**src/hw/rtl/three_channel_moving_average_macros.svh**
```systemverilog
// ---------------------------------------------------------------------------
// three_channel_moving_average_macros
// Assertion helpers for the three-channel moving average. They sample on clk
// and are disabled while rst_n is low.
// ---------------------------------------------------------------------------
`ifndef THREE_CHANNEL_MOVING_AVERAGE_MACROS_SVH
`define THREE_CHANNEL_MOVING_AVERAGE_MACROS_SVH

// same-cycle implication
`define TCMA_ASSERT_IMPL(label, ante, cons) \
    label: assert property (@(posedge clk) disable iff (!rst_n) (ante) |-> (cons)) \
        else $error("tcma: same-cycle check failed");

// next-cycle implication
`define TCMA_ASSERT_NEXT(label, ante, cons) \
    label: assert property (@(posedge clk) disable iff (!rst_n) (ante) |=> (cons)) \
        else $error("tcma: next-cycle check failed");

`endif

```
**src/hw/rtl/tcma_pkg.sv**
```systemverilog
// ---------------------------------------------------------------------------
// tcma_pkg
// Shared widths, register map and lane handshake types of the three-channel
// moving average.
// ---------------------------------------------------------------------------
package tcma_pkg;

    localparam int T_SAMPLE_W     = 15;
    localparam int H_SAMPLE_W     = 17;
    localparam int P_SAMPLE_W     = 17;
    localparam int FIELD_SUM_W    = T_SAMPLE_W + H_SAMPLE_W + P_SAMPLE_W;
    localparam int TDATA_W        = ((FIELD_SUM_W + 7) / 8) * 8;
    localparam int TUSER_W        = 3;

    localparam int MAX_WINDOW_DEF = 32;
    localparam int WIN_W          = 6;
    localparam logic [WIN_W-1:0] WINDOW_RESET = 6'd20;

    localparam int APB_DATA_W     = 32;
    localparam int APB_ADDR_W     = 3;
    localparam logic [APB_ADDR_W-3:0] REG_WINDOW_LENGTH = '0;

    typedef struct packed {
        logic start;
        logic take;
        logic ack;
    } lane_ctrl_t;

    typedef struct packed {
        logic idle;
        logic done;
    } lane_stat_t;

endpackage

```
**src/hw/rtl/three_channel_moving_average.sv**
```systemverilog
// ---------------------------------------------------------------------------
// three_channel_moving_average
// Boxcar moving average of temperature, humidity and pressure with skipping
// of missing readings; one lane per channel and a merging output register.
//
// Usage:
//   s_axis carries one sample request: three readings in tdata, their present
//   flags in tuser. m_axis returns one result request per sample: the three
//   window means in tdata, their valid flags in tuser.
//   window_length sits at APB byte address 0; the user must write it only
//   while idle, and the block itself does not enforce this. A request passes
//   the sum update, the divider load, one restoring-divider step per quotient
//   bit of SUM_W, the widest lane sum (17 + log2(MAX_WINDOW) bits, 22 by
//   default), and the output register on its way to m_axis. A new request is
//   taken the cycle after the lanes are released, so the lanes never take a
//   new request before they are through with the last one.
//   Reset empties all channels and sets window_length to 20; the rings need
//   no clearing. A result that is not taken stays in the output register
//   while the lanes work on the next request; once that one is done too, the
//   lanes hold their finished means and s_axis_tready stays low.
// ---------------------------------------------------------------------------
`include "three_channel_moving_average_macros.svh"

module three_channel_moving_average
    import tcma_pkg::*;
#(
    parameter int MAX_WINDOW = MAX_WINDOW_DEF
)
(
    input  logic                    clk,
    input  logic                    rst_n,
    input  logic                    psel,
    input  logic                    penable,
    input  logic                    pwrite,
    input  logic [APB_ADDR_W-1:0]   paddr,
    input  logic [APB_DATA_W-1:0]   pwdata,
    output logic [APB_DATA_W-1:0]   prdata,
    output logic                    pready,
    input  logic                    s_axis_tvalid,
    output logic                    s_axis_tready,
    // temperature_sample, humidity_sample, pressure_sample, zero pad
    input  logic [TDATA_W-1:0]      s_axis_tdata,
    // temperature_present, humidity_present, pressure_present
    input  logic [TUSER_W-1:0]      s_axis_tuser,
    output logic                    m_axis_tvalid,
    input  logic                    m_axis_tready,
    // temperature_mean, humidity_mean, pressure_mean, zero pad
    output logic [TDATA_W-1:0]      m_axis_tdata,
    // temperature_mean_valid, humidity_mean_valid, pressure_mean_valid
    output logic [TUSER_W-1:0]      m_axis_tuser
);

    localparam int FILL_W = $clog2(MAX_WINDOW + 1);
    localparam int CMP_W  = (WIN_W > FILL_W) ? WIN_W : FILL_W;

    logic [WIN_W-1:0]        window_reg;
    logic [CMP_W-1:0]        win_ext;
    logic [CMP_W-1:0]        win_cap;
    logic [FILL_W-1:0]       win_eff;
    logic                    accept;
    logic                    win_open;
    logic                    ack;
    lane_ctrl_t              t_ctrl;
    lane_ctrl_t              h_ctrl;
    lane_ctrl_t              p_ctrl;
    lane_stat_t              t_stat;
    lane_stat_t              h_stat;
    lane_stat_t              p_stat;
    logic [T_SAMPLE_W-1:0]   t_mean;
    logic [H_SAMPLE_W-1:0]   h_mean;
    logic [P_SAMPLE_W-1:0]   p_mean;
    logic                    t_valid;
    logic                    h_valid;
    logic                    p_valid;

    // configuration
    assign pready = 1'b1;

    always_ff @(posedge clk or negedge rst_n)
    begin
        if (!rst_n)
        begin
            window_reg <= WINDOW_RESET;
        end
        else if (psel && penable && pwrite && pready
                 && (paddr[APB_ADDR_W-1:2] == REG_WINDOW_LENGTH))
        begin
            window_reg <= pwdata[WIN_W-1:0];
        end
    end

    always_comb
    begin
        unique case (paddr[APB_ADDR_W-1:2])
            REG_WINDOW_LENGTH: prdata = APB_DATA_W'(window_reg);
            default:           prdata = '0;
        endcase
    end

    // a window above the ring depth acts as the ring depth
    assign win_ext  = CMP_W'(window_reg);
    assign win_cap  = (win_ext > CMP_W'(MAX_WINDOW)) ? CMP_W'(MAX_WINDOW) : win_ext;
    assign win_eff  = win_cap[FILL_W-1:0];
    assign win_open = (win_eff != '0);

    assign s_axis_tready = t_stat.idle && h_stat.idle && p_stat.idle;
    assign accept        = s_axis_tvalid && s_axis_tready;

    assign t_ctrl = '{start: accept, take: win_open && s_axis_tuser[0], ack: ack};
    assign h_ctrl = '{start: accept, take: win_open && s_axis_tuser[1], ack: ack};
    assign p_ctrl = '{start: accept, take: win_open && s_axis_tuser[2], ack: ack};

    tcma_lane #(
        .MAX_WINDOW (MAX_WINDOW),
        .SAMPLE_W   (T_SAMPLE_W),
        .SIGNED     (1'b1)
    ) u_lane_t (
        .clk        (clk),
        .rst_n      (rst_n),
        .ctrl       (t_ctrl),
        .sample     (s_axis_tdata[T_SAMPLE_W-1:0]),
        .win        (win_eff),
        .stat       (t_stat),
        .mean       (t_mean),
        .mean_valid (t_valid)
    );

    tcma_lane #(
        .MAX_WINDOW (MAX_WINDOW),
        .SAMPLE_W   (H_SAMPLE_W),
        .SIGNED     (1'b0)
    ) u_lane_h (
        .clk        (clk),
        .rst_n      (rst_n),
        .ctrl       (h_ctrl),
        .sample     (s_axis_tdata[T_SAMPLE_W +: H_SAMPLE_W]),
        .win        (win_eff),
        .stat       (h_stat),
        .mean       (h_mean),
        .mean_valid (h_valid)
    );

    tcma_lane #(
        .MAX_WINDOW (MAX_WINDOW),
        .SAMPLE_W   (P_SAMPLE_W),
        .SIGNED     (1'b0)
    ) u_lane_p (
        .clk        (clk),
        .rst_n      (rst_n),
        .ctrl       (p_ctrl),
        .sample     (s_axis_tdata[T_SAMPLE_W + H_SAMPLE_W +: P_SAMPLE_W]),
        .win        (win_eff),
        .stat       (p_stat),
        .mean       (p_mean),
        .mean_valid (p_valid)
    );

    tcma_merge u_merge (
        .clk           (clk),
        .rst_n         (rst_n),
        .t_stat        (t_stat),
        .h_stat        (h_stat),
        .p_stat        (p_stat),
        .t_mean        (t_mean),
        .t_valid       (t_valid),
        .h_mean        (h_mean),
        .h_valid       (h_valid),
        .p_mean        (p_mean),
        .p_valid       (p_valid),
        .ack           (ack),
        .m_axis_tvalid (m_axis_tvalid),
        .m_axis_tready (m_axis_tready),
        .m_axis_tdata  (m_axis_tdata),
        .m_axis_tuser  (m_axis_tuser)
    );

    // lanes are busy right after taking a request
    `TCMA_ASSERT_NEXT(a_busy_after_accept, accept, !s_axis_tready)

    // an empty temperature channel reports a zero mean
    `TCMA_ASSERT_IMPL(a_empty_mean_zero, m_axis_tvalid && !m_axis_tuser[0],
                      m_axis_tdata[T_SAMPLE_W-1:0] == '0)

    // a result never appears the cycle after a request is taken
    `TCMA_ASSERT_NEXT(a_no_instant_result, accept && !m_axis_tvalid, !m_axis_tvalid)

endmodule

```
**src/hw/rtl/tcma_lane.sv**
```systemverilog
// ---------------------------------------------------------------------------
// tcma_lane
// One channel: sample ring in a memory, running sum, fill count and write
// slot, followed by a bit-serial restoring divider for sum / fill.
// ---------------------------------------------------------------------------
module tcma_lane
    import tcma_pkg::*;
#(
    parameter int MAX_WINDOW = MAX_WINDOW_DEF,
    parameter int SAMPLE_W   = H_SAMPLE_W,
    parameter bit SIGNED     = 1'b0
)
(
    input  logic                                 clk,
    input  logic                                 rst_n,
    input  lane_ctrl_t                           ctrl,
    input  logic [SAMPLE_W-1:0]                  sample,
    input  logic [$clog2(MAX_WINDOW+1)-1:0]      win,
    output lane_stat_t                           stat,
    output logic [SAMPLE_W-1:0]                  mean,
    output logic                                 mean_valid
);

    localparam int IDX_W  = $clog2(MAX_WINDOW);
    localparam int FILL_W = $clog2(MAX_WINDOW + 1);
    localparam int SUM_W  = SAMPLE_W + IDX_W;
    localparam int CNT_W  = $clog2(SUM_W + 1);

    typedef enum logic [2:0] {
        ST_IDLE,
        ST_UPDATE,
        ST_LOAD,
        ST_DIVIDE,
        ST_DONE
    } state_t;

    state_t                state_reg;
    logic [SAMPLE_W-1:0]   sample_reg;
    logic                  take_reg;
    logic [SUM_W-1:0]      sum_reg;
    logic [FILL_W-1:0]     fill_reg;
    logic [IDX_W-1:0]      slot_reg;
    logic [SAMPLE_W-1:0]   rd_data_reg;
    logic [SUM_W-1:0]      dvd_reg;
    logic [SUM_W-1:0]      quo_reg;
    logic [FILL_W-1:0]     rem_reg;
    logic                  neg_reg;
    logic [CNT_W-1:0]      cnt_reg;

    logic [SAMPLE_W-1:0]   ring_mem [MAX_WINDOW];

    logic [SUM_W-1:0]      sample_ext;
    logic [SUM_W-1:0]      old_ext;
    logic                  full;
    logic [SUM_W-1:0]      sum_next;
    logic [IDX_W:0]        slot_inc;
    logic [IDX_W-1:0]      slot_next;
    logic                  sum_neg;
    logic [SUM_W-1:0]      sum_mag;
    logic [FILL_W:0]       trial;
    logic                  fit;
    logic [FILL_W:0]       trial_diff;
    logic [FILL_W-1:0]     rem_next;
    logic [SAMPLE_W-1:0]   quo_low;
    logic                  wr_en;

    function automatic logic [SUM_W-1:0] widen(input logic [SAMPLE_W-1:0] v);
        logic fill_bit;
        fill_bit = SIGNED & v[SAMPLE_W-1];
        widen = {{IDX_W{fill_bit}}, v};
    endfunction

    always_comb
    begin
        sample_ext = widen(sample_reg);
        old_ext    = widen(rd_data_reg);
        full       = (fill_reg >= win);
        sum_next   = sum_reg - (full ? old_ext : '0) + sample_ext;
        slot_inc   = {1'b0, slot_reg} + 1'b1;
        slot_next  = (slot_inc >= (IDX_W+1)'(win)) ? '0 : slot_inc[IDX_W-1:0];
        sum_neg    = SIGNED & sum_reg[SUM_W-1];
        sum_mag    = sum_neg ? (~sum_reg + 1'b1) : sum_reg;
        trial      = {rem_reg, dvd_reg[SUM_W-1]};
        fit        = (trial >= {1'b0, fill_reg});
        trial_diff = trial - {1'b0, fill_reg};
        rem_next   = fit ? trial_diff[FILL_W-1:0] : trial[FILL_W-1:0];
        quo_low    = quo_reg[SAMPLE_W-1:0];
    end

    assign wr_en = (state_reg == ST_UPDATE) && take_reg;

    // ring read is registered; the address is the write slot, which only
    // moves in the update step
    always_ff @(posedge clk)
    begin
        if (wr_en)
        begin
            ring_mem[slot_reg] <= sample_reg;
        end
        rd_data_reg <= ring_mem[slot_reg];
    end

    always_ff @(posedge clk or negedge rst_n)
    begin
        if (!rst_n)
        begin
            state_reg  <= ST_IDLE;
            sample_reg <= '0;
            take_reg   <= 1'b0;
            sum_reg    <= '0;
            fill_reg   <= '0;
            slot_reg   <= '0;
            dvd_reg    <= '0;
            quo_reg    <= '0;
            rem_reg    <= '0;
            neg_reg    <= 1'b0;
            cnt_reg    <= '0;
        end
        else
        begin
            unique case (state_reg)
                ST_IDLE:
                begin
                    if (ctrl.start)
                    begin
                        sample_reg <= sample;
                        take_reg   <= ctrl.take;
                        state_reg  <= ST_UPDATE;
                    end
                end
                ST_UPDATE:
                begin
                    if (take_reg)
                    begin
                        sum_reg  <= sum_next;
                        slot_reg <= slot_next;
                        if (!full)
                        begin
                            fill_reg <= fill_reg + 1'b1;
                        end
                    end
                    state_reg <= ST_LOAD;
                end
                ST_LOAD:
                begin
                    neg_reg   <= sum_neg;
                    dvd_reg   <= sum_mag;
                    rem_reg   <= '0;
                    quo_reg   <= '0;
                    cnt_reg   <= CNT_W'(SUM_W);
                    state_reg <= ST_DIVIDE;
                end
                ST_DIVIDE:
                begin
                    // one quotient bit per cycle, msb first
                    dvd_reg <= {dvd_reg[SUM_W-2:0], 1'b0};
                    quo_reg <= {quo_reg[SUM_W-2:0], fit};
                    rem_reg <= rem_next;
                    cnt_reg <= cnt_reg - 1'b1;
                    if (cnt_reg == CNT_W'(1))
                    begin
                        state_reg <= ST_DONE;
                    end
                end
                ST_DONE:
                begin
                    if (ctrl.ack)
                    begin
                        state_reg <= ST_IDLE;
                    end
                end
                default:
                begin
                    state_reg <= ST_IDLE;
                end
            endcase
        end
    end

    assign stat.idle  = (state_reg == ST_IDLE);
    assign stat.done  = (state_reg == ST_DONE);
    assign mean_valid = (fill_reg != '0);
    assign mean       = !mean_valid ? '0 : (neg_reg ? (~quo_low + 1'b1) : quo_low);

endmodule

```
**src/hw/rtl/tcma_merge.sv**
```systemverilog
// ---------------------------------------------------------------------------
// tcma_merge
// Waits for all three lanes, packs their means into the output register and
// releases the lanes.
// ---------------------------------------------------------------------------
module tcma_merge
    import tcma_pkg::*;
(
    input  logic                    clk,
    input  logic                    rst_n,
    input  lane_stat_t              t_stat,
    input  lane_stat_t              h_stat,
    input  lane_stat_t              p_stat,
    input  logic [T_SAMPLE_W-1:0]   t_mean,
    input  logic                    t_valid,
    input  logic [H_SAMPLE_W-1:0]   h_mean,
    input  logic                    h_valid,
    input  logic [P_SAMPLE_W-1:0]   p_mean,
    input  logic                    p_valid,
    output logic                    ack,
    output logic                    m_axis_tvalid,
    input  logic                    m_axis_tready,
    output logic [TDATA_W-1:0]      m_axis_tdata,
    output logic [TUSER_W-1:0]      m_axis_tuser
);

    logic                 tvalid_reg;
    logic [TDATA_W-1:0]   tdata_reg;
    logic [TUSER_W-1:0]   tuser_reg;
    logic                 load;

    assign load = t_stat.done && h_stat.done && p_stat.done
                  && (!tvalid_reg || m_axis_tready);
    assign ack  = load;

    always_ff @(posedge clk or negedge rst_n)
    begin
        if (!rst_n)
        begin
            tvalid_reg <= 1'b0;
        end
        else if (load)
        begin
            tvalid_reg <= 1'b1;
        end
        else if (m_axis_tready)
        begin
            tvalid_reg <= 1'b0;
        end
    end

    always_ff @(posedge clk)
    begin
        if (load)
        begin
            tdata_reg <= TDATA_W'({p_mean, h_mean, t_mean});
            tuser_reg <= {p_valid, h_valid, t_valid};
        end
    end

    assign m_axis_tvalid = tvalid_reg;
    assign m_axis_tdata  = tdata_reg;
    assign m_axis_tuser  = tuser_reg;

endmodule
```
**config.mk**
```make
export PLATFORM = sky130hd
export DESIGN_NAME = three_channel_moving_average
export DESIGN_NICKNAME = d
export VERILOG_FILES = /design/src/hw/rtl/tcma_pkg.sv /design/src/hw/rtl/three_channel_moving_average.sv /design/src/hw/rtl/tcma_lane.sv /design/src/hw/rtl/tcma_merge.sv
export VERILOG_INCLUDE_DIRS = /design/src /design/src/hw/rtl
export SDC_FILE = /design/constraint.sdc
export NUM_CORES = 2
export LEC_CHECK = 0
export ABC_AREA = 0
export BUFFER_PORTS_ARGS = -buffer_cell sky130_fd_sc_hd__buf_4
export CORE_MARGIN = 2
export CORE_UTILIZATION = 50
export CTS_BUF_LIST = sky130_fd_sc_hd__clkbuf_4 sky130_fd_sc_hd__clkbuf_8 sky130_fd_sc_hd__clkbuf_16
export DETAILED_ROUTE_END_ITERATION = 8
export HOLD_SLACK_MARGIN = 0.05
export PLACE_DENSITY = 0.65
export SETUP_SLACK_MARGIN = 0.2
export SLEW_MARGIN = 20
export SYNTH_ARGS = -nofsm -noshare
export SYNTH_HDL_FRONTEND = slang
export SYNTH_SLANG_ARGS = --single-unit
export TNS_END_PERCENT = 5
```
**constraint.sdc**
```tcl
create_clock -name clk -period 10.4 [get_ports clk]
set_clock_uncertainty 0.05 [all_clocks]
set_input_delay 2.08 -clock clk [delete_from_list [all_inputs] [get_ports clk]]
set_output_delay 2.08 -clock clk [all_outputs]
set_load 0.005 [all_outputs]
```
==> metrics.cfg <==
[outcome]
status=completed

[yosys]
synth_area_leaders=edfxtp_1, mux4_2, dfrtp_1
synth_edf_count=1620
synth-seq-cells=1981
avgSynthCellArea_sq_um=16.7
synthCells=4934
yosys.area.top_type=edfxtp_1
seq_area_frac_synth_pct=69.8
synth_most_common_cell=edfxtp_1
synthArstFlopShare_pct=15.7
synth.cell_area_sq_um=82300
netlist_top_cells_count=edfxtp_1, mux4_2, nand2_1, dfrtp_1, inv_1
yosysTopAreaCellShare_pct=59.1
ys.flop_type=edfxtp_1
ys_warn_count=0
synth_cell_types=77

[detailed_routing]
avgRoutedWirePerCell_microns=23.9
dr.first_iter.drc_count=3946
routed_via_density=5.77
totalWireLength_microns=180000
via_count=43400
ant_nets=0
route.detailed.drc=0
first_pass_iters=5

[grt]
grt_remaining_overflow=0
grt_first_pass_wirelength_microns=271000
grt_usage_pct=21.5
antenna_found_initial=3
grt_pass1_vias=43100
grt_start_max_net_pins=160

[clock_network]
post_cts_buffers=0
clk_pin_slew_ns=0.06
cts_tree=done
clk_latency_ns=0.81
cts.sinks=1981
numCtsBuffers=195
cts_hold_buf=0
htreeDepth=4
cts_root_buf=clkbuf_16
cts_resized=0
clock_path_buffers=3

[sta]
finalCriticalPeriod_ns=6.13
fmax_mhz=163
final.setup.tns_ns=0
hold_violations=0
fin_crit_sh_pct=59.0
worst_pin_slew_ns=1.09
relSlewSlack_pct=27.5
final-max-slew-violation-count=0
fin_ws_ns=4.27
grt_setup_unrepaired=false
setup_viol_count_final=0

[setup_path]
path_common_cell=a21o_1
cp_data_arrival_time_ns=6.74
cp_num_buf_inv=2
crit_family=compound AO/OA/AOI/OAI gates
required_ns=11.01
cp-start-kind=flop
worstPathMaxFanout=20
critical_path_class=flop to flop
critical-path-max-stage-delay_ns=0.54
end_kind=flop
cp_cell_sequence=inv_1 > nand2_1 > ha_1 > a21o_1 > a21o_1 > a21o_1 > a21o_1 > a21o_1 > and2_1 > ha_1 > inv_1 > ha_1 > fa_1 > a21o_1 > a21oi_1 > o31ai_1 > a21oi_2 > a21oi_1 > a221oi_1 > xor2_1 > o21ai_1
critPathSlowestCell=nand2_1

[finish]
nets=5487
drive_above_1_share_pct=21.5
area_growth_pct=13.1
largestRegisters=u_lane_h.ring_mem: 544 flops, u_lane_p.ring_mem: 544 flops, u_lane_t.ring_mem: 480 flops

[floorplan]
std_cell_rows=148
initial_utilization_pct=50.5
coreArea_sq_um=163000
pin_count=195
die_h_microns=410
dieArea_sq_um=168000
die_w_microns=410

[power]
p_sw_w=0.00642
seq_power_share_pct=42.9
swShare_pct=28.7
leakagePower_nw=32.6
clockPowerShare_pct=32.4
pwr-share-comb_pct=24.7
ir_drop_mv=0.206
p_per_area_nw_per_um2=240
intPower_w=0.0159

[job]
drv_cap=0

[min_path]
hold_path_class=flop to flop

[placement]
pre_cts_slack_ns=4.37
place_congestion=0.822
dp_hpwl_microns=110000
port_buffers=125

worst paths after layout:
path,startpoint,end,slack (ns),cells past startpoint
worst min register to register,u_lane_h.dvd_reg[7]$_DFFE_PN0N_,u_lane_h.dvd_reg[7]$_DFFE_PN0N_,0.43,2
worst min-delay path,u_lane_h.dvd_reg[7]$_DFFE_PN0N_,u_lane_h.dvd_reg[7]$_DFFE_PN0N_,0.43,2
max in group asynchronous,rst_n,u_lane_h.slot_reg[1]$_DFFE_PN0P_,7.53,2
min in group asynchronous,rst_n,u_lane_t.sample_reg[2]$_DFFE_PN0P_,1.30,1
worst max register to register,win_ext[5]$_DFFE_PN0P_,u_lane_p.sum_mag[14]$_DFFE_PN0P_,4.27,21
worst max-delay path,win_ext[5]$_DFFE_PN0P_,u_lane_p.sum_mag[14]$_DFFE_PN0P_,4.27,21
worst reg2reg max path, cell delays in order (launching register included):
cell and delay (ns):
dfrtp_1 0.43, inv_1 0.50, nand2_1 0.54, ha_1 0.45, a21o_1 0.16, a21o_1 0.17, a21o_1 0.17, a21o_1 0.18
a21o_1 0.38, and2_1 0.28, ha_1 0.26, inv_1 0.04, ha_1 0.22, fa_1 0.47, a21o_1 0.18, a21oi_1 0.27
o31ai_1 0.15, a21oi_2 0.27, a21oi_1 0.16, a221oi_1 0.41, xor2_1 0.20, o21ai_1 0.07
kinds of logic after synthesis:
family,share of synthesized area (%)
flops,69.8
fa+ha+maj,3.55
xor+xnor,1.16
buf+inv,2.59
mux,12.3
other cells,0.00912
simple gates,5.27
compound gates,5.36
through the flow:
step / power (W) / utilization (%) / hold WS, ns / std cells / cell area [sq um]
final: 0.0223 / 57.1 / 0.428 / 7528 / 93100
after global routing: 0.0235 / 57.1 / 0.438 / 7526 / 93100
after CTS: 0.0225 / 57.1 / 0.430 / 7526 / 93100
after detailed placement: 0.0153 / 53.0 / 0.419 / 7164 / 86400
after global placement: 0.0152 / 53.0 / 0.408 / 7164 / 86400
after floorplan: 0.0140 / - / 0.392 / 4966 / 82500
per-layer routing:
| metal | global-route usage (%) | wire (microns) | vias to the layer above |
|---|---|---|---|
| met5 | 0 | 14 | - |
| met4 | 6.04 | 4260 | 2 |
| met3 | 3.14 | 10400 | 254 |
| met2 | 33.9 | 86400 | 1377 |
| met1 | 31.4 | 79000 | 22300 |
| li1 | - | - | 19400 |
layout by cell type (no fill, tap or decap), drive strengths merged, types with 9 or more instances in the layout:
cell type and instances:
nand2b 24, nand3 61, clkinv 69, inv 261, fa 56, xor2 46
mux2 63, dfxtp 49, conb 34, nand4 63, mux2i 60, a21o 53
ha 144, edfxtp 1620, a22oi 197, a211oi 11, nor2b 69, mux4 392
and2 35, bufinv 21, nand2 355, clkbuf 265, xnor2 63, nor2 205
o31ai 18, buf 288, nor3 29, o22ai 10, a21oi 96, a31oi 10
nor3b 9, and3 18, dfrtp 310, o21ai 240
power by group through the flow:
stage	Sequential, W	Combinational, W	Clock, W
floorplan	0.00955	0.00447	0
finish	0.00959	0.00551	0.00725
CTS	0.00960	0.00556	0.00739
detailed placement	0.00976	0.00553	0
global route	0.00967	0.00617	0.00769
global placement	0.00974	0.00545	0
area by class of cell:
class,instances,area (sq um)
multi-input cells,2464,23100
diodes,2,5.00
fillers,12500,70000
well taps,2175,2720
clock inverters,97,1070
repair buffers,288,2190
inverters,256,961
flip-flops and latches,1981,57500
clock buffers,265,5630
No activity file was read; power rests on OpenSTA's default activity.
